## src/design/gec_pkg.sv

```systemverilog
// ----------------------------------------------------------------------------
// gec_pkg: shared types and constants of the gravity escape-time cell
// Field layout, register indexes, controller states, datapath commands and
// fixed-point clipping helpers.
// ----------------------------------------------------------------------------
package gec_pkg;

  localparam int STAR_SLOTS = 8;
  localparam int SLOT_W     = (STAR_SLOTS > 1) ? $clog2(STAR_SLOTS) : 1;
  localparam int CNT_W      = $clog2(STAR_SLOTS + 1);
  localparam int FRAC       = 16;

  localparam int IN_W   = 232;
  localparam int OUT_W  = 24;
  localparam int CFG_AW = 4;
  localparam int CFG_DW = 32;
  localparam int DIV_W  = 48;
  localparam int RAD_W  = 64;

  // register indexes
  localparam logic [CFG_AW-1:0] REG_ITER_LIMIT = 4'd0;
  localparam logic [CFG_AW-1:0] REG_ESC_RADIUS = 4'd1;
  localparam logic [CFG_AW-1:0] REG_TIME_STEP  = 4'd2;
  localparam logic [CFG_AW-1:0] REG_GRAV       = 4'd3;
  localparam logic [CFG_AW-1:0] REG_STAR_COUNT = 4'd4;
  localparam logic [CFG_AW-1:0] REG_CENTER_X   = 4'd5;
  localparam logic [CFG_AW-1:0] REG_CENTER_Y   = 4'd6;
  localparam logic [CFG_AW-1:0] REG_CENTER_Z   = 4'd7;

  localparam logic [14:0] RST_ITER_LIMIT = 15'd1000;
  localparam logic [30:0] RST_ESC_RADIUS = 31'd655360;
  localparam logic [30:0] RST_TIME_STEP  = 31'd655;
  localparam logic [30:0] RST_GRAV       = 31'd65536;

  localparam logic [31:0] Q_MAX = 32'h7fff_ffff;
  localparam logic [31:0] Q_MIN = 32'h8000_0000;

  localparam logic OPC_RENDER = 1'b1;

  typedef enum logic [4:0] {
    ST_IDLE, ST_LIMIT, ST_EDIFF, ST_ESQ, ST_EER, ST_ETEST, ST_SDIFF, ST_SSQ,
    ST_SSUM, ST_SCHK, ST_SQRT, ST_FSEL, ST_FWAIT, ST_USTART, ST_UWAIT, ST_FU,
    ST_TERM, ST_AMUL, ST_AUPD, ST_VMUL, ST_VUPD, ST_DONE, ST_LDONE
  } gec_state_e;

  typedef enum logic [4:0] {
    OP_NONE, OP_ACCEPT, OP_EDIFF, OP_SQ, OP_EER, OP_ETEST, OP_SDIFF, OP_SSUM,
    OP_SCHK, OP_FSEL, OP_FDONE, OP_USTART, OP_UDONE, OP_FU, OP_TERM, OP_AMUL,
    OP_AUPD, OP_VMUL, OP_VUPD, OP_EMIT, OP_EMIT_ZERO
  } dp_op_e;

  typedef struct packed {
    dp_op_e op;
    logic   ax_clr;
    logic   ax_inc;
    logic   k_clr;
    logic   k_inc;
  } cmd_t;

  typedef struct packed {
    logic is_render;
    logic iter_done;
    logic esc_hit;
    logic star_none;
    logic star_last;
    logic ax_last;
    logic s2_zero;
    logic need_div;
    logic sqrt_busy;
    logic div_busy;
    logic out_free;
  } sts_t;

  typedef struct packed {
    logic        ovf;
    logic [31:0] val;
  } sat_t;

  // clip a 34-bit signed value to the signed 32-bit range
  function automatic sat_t clip34(input logic [33:0] v);
    sat_t r;
    r.ovf = (v[33:31] != 3'b000) && (v[33:31] != 3'b111);
    r.val = r.ovf ? (v[33] ? Q_MIN : Q_MAX) : v[31:0];
    return r;
  endfunction

  // clip a 48-bit signed value to the signed 32-bit range
  function automatic sat_t clip48(input logic [47:0] v);
    sat_t r;
    r.ovf = (v[47:31] != 17'h00000) && (v[47:31] != 17'h1ffff);
    r.val = r.ovf ? (v[47] ? Q_MIN : Q_MAX) : v[31:0];
    return r;
  endfunction

  function automatic logic [33:0] sext34(input logic [31:0] a);
    return {{2{a[31]}}, a};
  endfunction

  function automatic logic [31:0] mag32(input logic [31:0] a);
    return a[31] ? (~a + 32'd1) : a;
  endfunction

endpackage

```

## src/design/gec_ctrl.sv

```systemverilog
// ----------------------------------------------------------------------------
// gec_ctrl: sequencer of the escape-time cell
// Walks each integration step: escape test, per-star force terms, velocity
// and position updates, and issues at most one datapath command per cycle.
// ----------------------------------------------------------------------------
module gec_ctrl (
  input  logic          clk_i,
  input  logic          rst_ni,
  input  logic          in_valid_i,
  output logic          in_ready_o,
  output gec_pkg::cmd_t cmd_o,
  input  gec_pkg::sts_t sts_i
);
  import gec_pkg::*;

  gec_state_e state_q, state_d;

  always_ff @(posedge clk_i or negedge rst_ni) begin
    if (!rst_ni) begin
      state_q <= ST_IDLE;
    end else begin
      state_q <= state_d;
    end
  end

  always_comb begin
    state_d    = state_q;
    cmd_o      = '0;
    cmd_o.op   = OP_NONE;
    in_ready_o = 1'b0;

    unique case (state_q)
      ST_IDLE: begin
        in_ready_o = 1'b1;
        if (in_valid_i) begin
          cmd_o.op = OP_ACCEPT;
          state_d  = sts_i.is_render ? ST_LIMIT : ST_LDONE;
        end
      end
      ST_LIMIT: state_d = sts_i.iter_done ? ST_DONE : ST_EDIFF;
      ST_EDIFF: begin
        cmd_o.op     = OP_EDIFF;
        cmd_o.ax_clr = 1'b1;
        cmd_o.k_clr  = 1'b1;
        state_d      = ST_ESQ;
      end
      ST_ESQ: begin
        cmd_o.op = OP_SQ;
        if (sts_i.ax_last) begin
          cmd_o.ax_clr = 1'b1;
          state_d      = ST_EER;
        end else begin
          cmd_o.ax_inc = 1'b1;
        end
      end
      ST_EER: begin
        cmd_o.op = OP_EER;
        state_d  = ST_ETEST;
      end
      ST_ETEST: begin
        cmd_o.op = OP_ETEST;
        if (sts_i.esc_hit) state_d = ST_DONE;
        else if (sts_i.star_none) state_d = ST_AMUL;
        else state_d = ST_SDIFF;
      end
      ST_SDIFF: begin
        cmd_o.op = OP_SDIFF;
        state_d  = ST_SSQ;
      end
      ST_SSQ: begin
        cmd_o.op = OP_SQ;
        if (sts_i.ax_last) begin
          cmd_o.ax_clr = 1'b1;
          state_d      = ST_SSUM;
        end else begin
          cmd_o.ax_inc = 1'b1;
        end
      end
      ST_SSUM: begin
        cmd_o.op = OP_SSUM;
        state_d  = ST_SCHK;
      end
      ST_SCHK: begin
        cmd_o.op = OP_SCHK;
        if (!sts_i.s2_zero) begin
          state_d = ST_SQRT;
        end else if (sts_i.star_last) begin
          state_d = ST_AMUL;
        end else begin
          cmd_o.k_inc = 1'b1;
          state_d     = ST_SDIFF;
        end
      end
      ST_SQRT: begin
        if (!sts_i.sqrt_busy) state_d = ST_FSEL;
      end
      ST_FSEL: begin
        cmd_o.op = OP_FSEL;
        state_d  = sts_i.need_div ? ST_FWAIT : ST_USTART;
      end
      ST_FWAIT: begin
        if (!sts_i.div_busy) begin
          cmd_o.op = OP_FDONE;
          state_d  = ST_USTART;
        end
      end
      ST_USTART: begin
        cmd_o.op = OP_USTART;
        state_d  = ST_UWAIT;
      end
      ST_UWAIT: begin
        if (!sts_i.div_busy) begin
          cmd_o.op = OP_UDONE;
          state_d  = ST_FU;
        end
      end
      ST_FU: begin
        cmd_o.op = OP_FU;
        state_d  = ST_TERM;
      end
      ST_TERM: begin
        cmd_o.op = OP_TERM;
        if (!sts_i.ax_last) begin
          cmd_o.ax_inc = 1'b1;
          state_d      = ST_USTART;
        end else begin
          cmd_o.ax_clr = 1'b1;
          if (sts_i.star_last) begin
            state_d = ST_AMUL;
          end else begin
            cmd_o.k_inc = 1'b1;
            state_d     = ST_SDIFF;
          end
        end
      end
      ST_AMUL: begin
        cmd_o.op = OP_AMUL;
        state_d  = ST_AUPD;
      end
      ST_AUPD: begin
        cmd_o.op = OP_AUPD;
        if (sts_i.ax_last) begin
          cmd_o.ax_clr = 1'b1;
          state_d      = ST_VMUL;
        end else begin
          cmd_o.ax_inc = 1'b1;
          state_d      = ST_AMUL;
        end
      end
      ST_VMUL: begin
        cmd_o.op = OP_VMUL;
        state_d  = ST_VUPD;
      end
      ST_VUPD: begin
        cmd_o.op = OP_VUPD;
        if (sts_i.ax_last) begin
          cmd_o.ax_clr = 1'b1;
          state_d      = ST_LIMIT;
        end else begin
          cmd_o.ax_inc = 1'b1;
          state_d      = ST_VMUL;
        end
      end
      ST_DONE: begin
        if (sts_i.out_free) begin
          cmd_o.op = OP_EMIT;
          state_d  = ST_IDLE;
        end
      end
      ST_LDONE: begin
        if (sts_i.out_free) begin
          cmd_o.op = OP_EMIT_ZERO;
          state_d  = ST_IDLE;
        end
      end
      default: state_d = ST_IDLE;
    endcase
  end

endmodule

```

## config.mk

```make
export PLATFORM = sky130hd
export DESIGN_NAME = gec_ctrl
export DESIGN_NICKNAME = d
export VERILOG_FILES = /design/src/design/gec_pkg.sv /design/src/design/gec_ctrl.sv
export SDC_FILE = /design/constraint.sdc
export NUM_CORES = 1
export LEC_CHECK = 0
export BUFFER_PORTS_ARGS = -buffer_cell sky130_fd_sc_hd__buf_2
export CORE_MARGIN = 2
export CORE_UTILIZATION = 40
export CTS_BUF_LIST = sky130_fd_sc_hd__clkbuf_8 sky130_fd_sc_hd__clkbuf_16
export CTS_CLUSTER_DIAMETER = 30
export DETAILED_ROUTE_END_ITERATION = 10
export HOLD_SLACK_MARGIN = 0.12
export PLACE_DENSITY_LB_ADDON = 0.1
export SLEW_MARGIN = 5
export SYNTH_ARGS = -nofsm -noshare
export SYNTH_HDL_FRONTEND = slang
export SYNTH_SLANG_ARGS = --single-unit
```

## constraint.sdc

```tcl
create_clock -name clk_i -period 1.7 [get_ports clk_i]
set_input_delay 0.34 -clock clk_i [delete_from_list [all_inputs] [get_ports clk_i]]
set_output_delay 0.34 -clock clk_i [all_outputs]
set_load 0.1 [all_outputs]
```

==> run metrics <==
CP Class reg2out; Worst path top cell family by delay compound AO/OA/AOI/OAI gates; Pre-Repair DR Iteration Count 4; syn_area_per_cell 7.01 µm²; Initial Utilization 0.426; Mapped Area 1070 µm²; Worst EP arrival 1.75 ns; final WL 4920 µm; CTS Buf Count 3; clk_skew 0.00778 ns; global-route wire length before repair 6870 µm; vias in the first global route 1515; status finished with violations; max_cap viols 0; Vias/cell 6.25; fin crit period 2.09 ns; Worst-Margin Slew 0.467 ns; PortBufs 23; setup ws final -0.388 ns; number of flops mapped to enable cells by yosys 0; Main synth FF type dfrtp_1; final cell count without fillers 248; # IOs 24; share of post-route cells with drive strength above 1 0.647; crit path cell chain buf_6, buf_4, a21oi_1, a211oi_2, a211o_4, buf_12; Hold Path Class in2async; failing checks setup timing; CTS root buf clkbuf_8; DRC 0; insertion delay to the later sink of the worst-skew pair 0.23 ns; Reg area 131 µm²; routed len/inst 19.8 µm; via count 1551; type of origin of the critical path flop; Max Slew Vio Count 0; synthesized flop and latch total 5; initial antenna violation count 0; HPWL Detailed 2840 µm; post-layout net count 233; crit end category output pin; Distinct cells, synth 51; Top reg by flops state_q; chip width 55.6 µm; core area 2500 µm²; die height 55.6 µm; Seq/Total Area, Yosys 0.117; final worst-path cycle share 1.23; Achievable Freq 0.479 GHz; Mapped Cells 152; gpl congestion 0.897; fillcell total 138; 1st-iter DRT viols 60; YS warnings 0; CP max stage delay 0.47 ns; CP Max Fanout 5; register clock-pin slew on the reported worst setup and hold paths 0.04 ns; Clock Tree Buf Depth 2; Fin. Hold Viols 0; asr flop ratio synth 1.00; critical path's slowest cell dfrtp_2; # rows 18; GR Util All Layers 0.274; Critical Path RT 1.36 ns; antenna-violating nets left 0; max reg flops 5; syn nets 166; Die ar. 3090 µm²; htree depth 1; area of the multi-input gates 1100 µm²; CTS tree done; Inst Count DP 231; Area growth syn-to-layout 97.4%; RSZ-0062 raised after global routing yes; Reg2Reg Setup Slack -0.34 ns; pre-CTS setup slack -0.334 ns; # diodes 0; Regs by FF count state_q: 5 flops; setup violators final 15; gr ovfl total 0; Sink Count 5; CP Buf/Inv Count 3; Slew HR 0.686; largest net degree at the start of global routing 13
[cell usage after synthesis (all sizes together), types with 2 or more instances]
cell type	number	share of area
nor2b	3	0.018
clkbuf	7	0.043
a2111oi	2	0.034
a21oi	16	0.075
o22ai	6	0.035
xnor2	2	0.023
mux2	2	0.025
or2	2	0.012
nor3b	3	0.021
or3	2	0.012
nand2	12	0.042
a22oi	2	0.014
and2b	2	0.015
dfrtp	5	0.12
a211oi	3	0.021
o21bai	2	0.014
nand2b	5	0.029
nor2	15	0.053
o21a	2	0.014
nand3	6	0.028
inv	5	0.018
and2	2	0.015
nand4	2	0.012
buf	10	0.081
nand3b	3	0.021
nor3	7	0.033
o21ai	8	0.038
[worst reg2reg max path, stage by stage (launching register included)]
cell	delay [ns]
dfrtp_2	0.47
buf_6	0.16
buf_4	0.13
buf_4	0.14
xnor2_2	0.14
nor2_1	0.07
or4_1	0.53
mux2_4	0.28
[area by class of cell]
class                   instances  share of cell area
multi-input cells             125               0.523
flip-flops and latches          5              0.0624
clock inverters                 1             0.00178
clock buffers                   3              0.0196
inverters                       5             0.00892
well taps                      30              0.0178
repair buffers                 79               0.367
[repair_timing]
item	4_1_cts	5_1_grt
hold endpoints to repair	5	0
pin swaps	7	19
hold buffers	1	0
cloned	2	0
gates resized for setup	34	40
endpoints found under the setup margin	15	15
buffers inserted	6	7
[through the flow]
stage	hold WS (ns)	TNS (ns)	util	instance area, µm²
3_5_place_dp	0.162	-1.90	0.661	1650
5_1_grt	0.489	-4.48	0.842	2100
3_3_place_gp	0.155	-1.67	0.661	1650
6_report	0.461	-4.15	0.842	2100
2_1_floorplan	0.0444	-2.10	-	1180
4_1_cts	0.457	-3.43	0.765	1910
[cell usage in the layout, fill, tap and decap left out, drive strengths merged, types with 3 or more instances in the layout]
cell / Yosys / layout
a211oi: 3 / 3
a21oi: 16 / 16
buf: 10 / 78
clkbuf: 7 / 3
dfrtp: 5 / 5
inv: 5 / 6
nand2: 12 / 12
nand2b: 5 / 5
nand3: 6 / 6
nand3b: 3 / 3
nor2: 15 / 15
nor2b: 3 / 3
nor3: 7 / 7
nor3b: 3 / 3
o21ai: 8 / 8
o22ai: 6 / 6
[path summary, 6_finish.rpt]
kind	start	endpoint	depth (start not counted)
max	state_q[2]	cmd_o[6]	6
min	rst_ni	state_q[2]	2
max reg2reg	state_q[2]	state_q[2]	7
min reg2reg	state_q[1]	state_q[1]	3
max in group asynchronous	rst_ni	state_q[4]	2
min in group clk_i	sts_i[0]	state_q[4]	3
[kinds of logic after synthesis]
family,after synthesis,share of synthesized area
XOR/XNOR,2,0.0235
flip-flops,5,0.117
buffers and inverters,22,0.142
multiplexers,3,0.0340
AO/OA/AOI/OAI,51,0.325
AND/OR/NAND/NOR,69,0.358
[per-layer routing]
layer | vias to the layer above | GRT usage | routed length [µm]
met5 | - | 0 | 0
met4 | 0 | 0.129 | 311
li1 | 694 | - | -
met1 | 721 | 0.323 | 1870
met2 | 98 | 0.480 | 2360
met3 | 38 | 0.0465 | 381
Power is not shown: default switching activity piles up to over one toggle a cycle in this logic, so the estimate is an artifact.
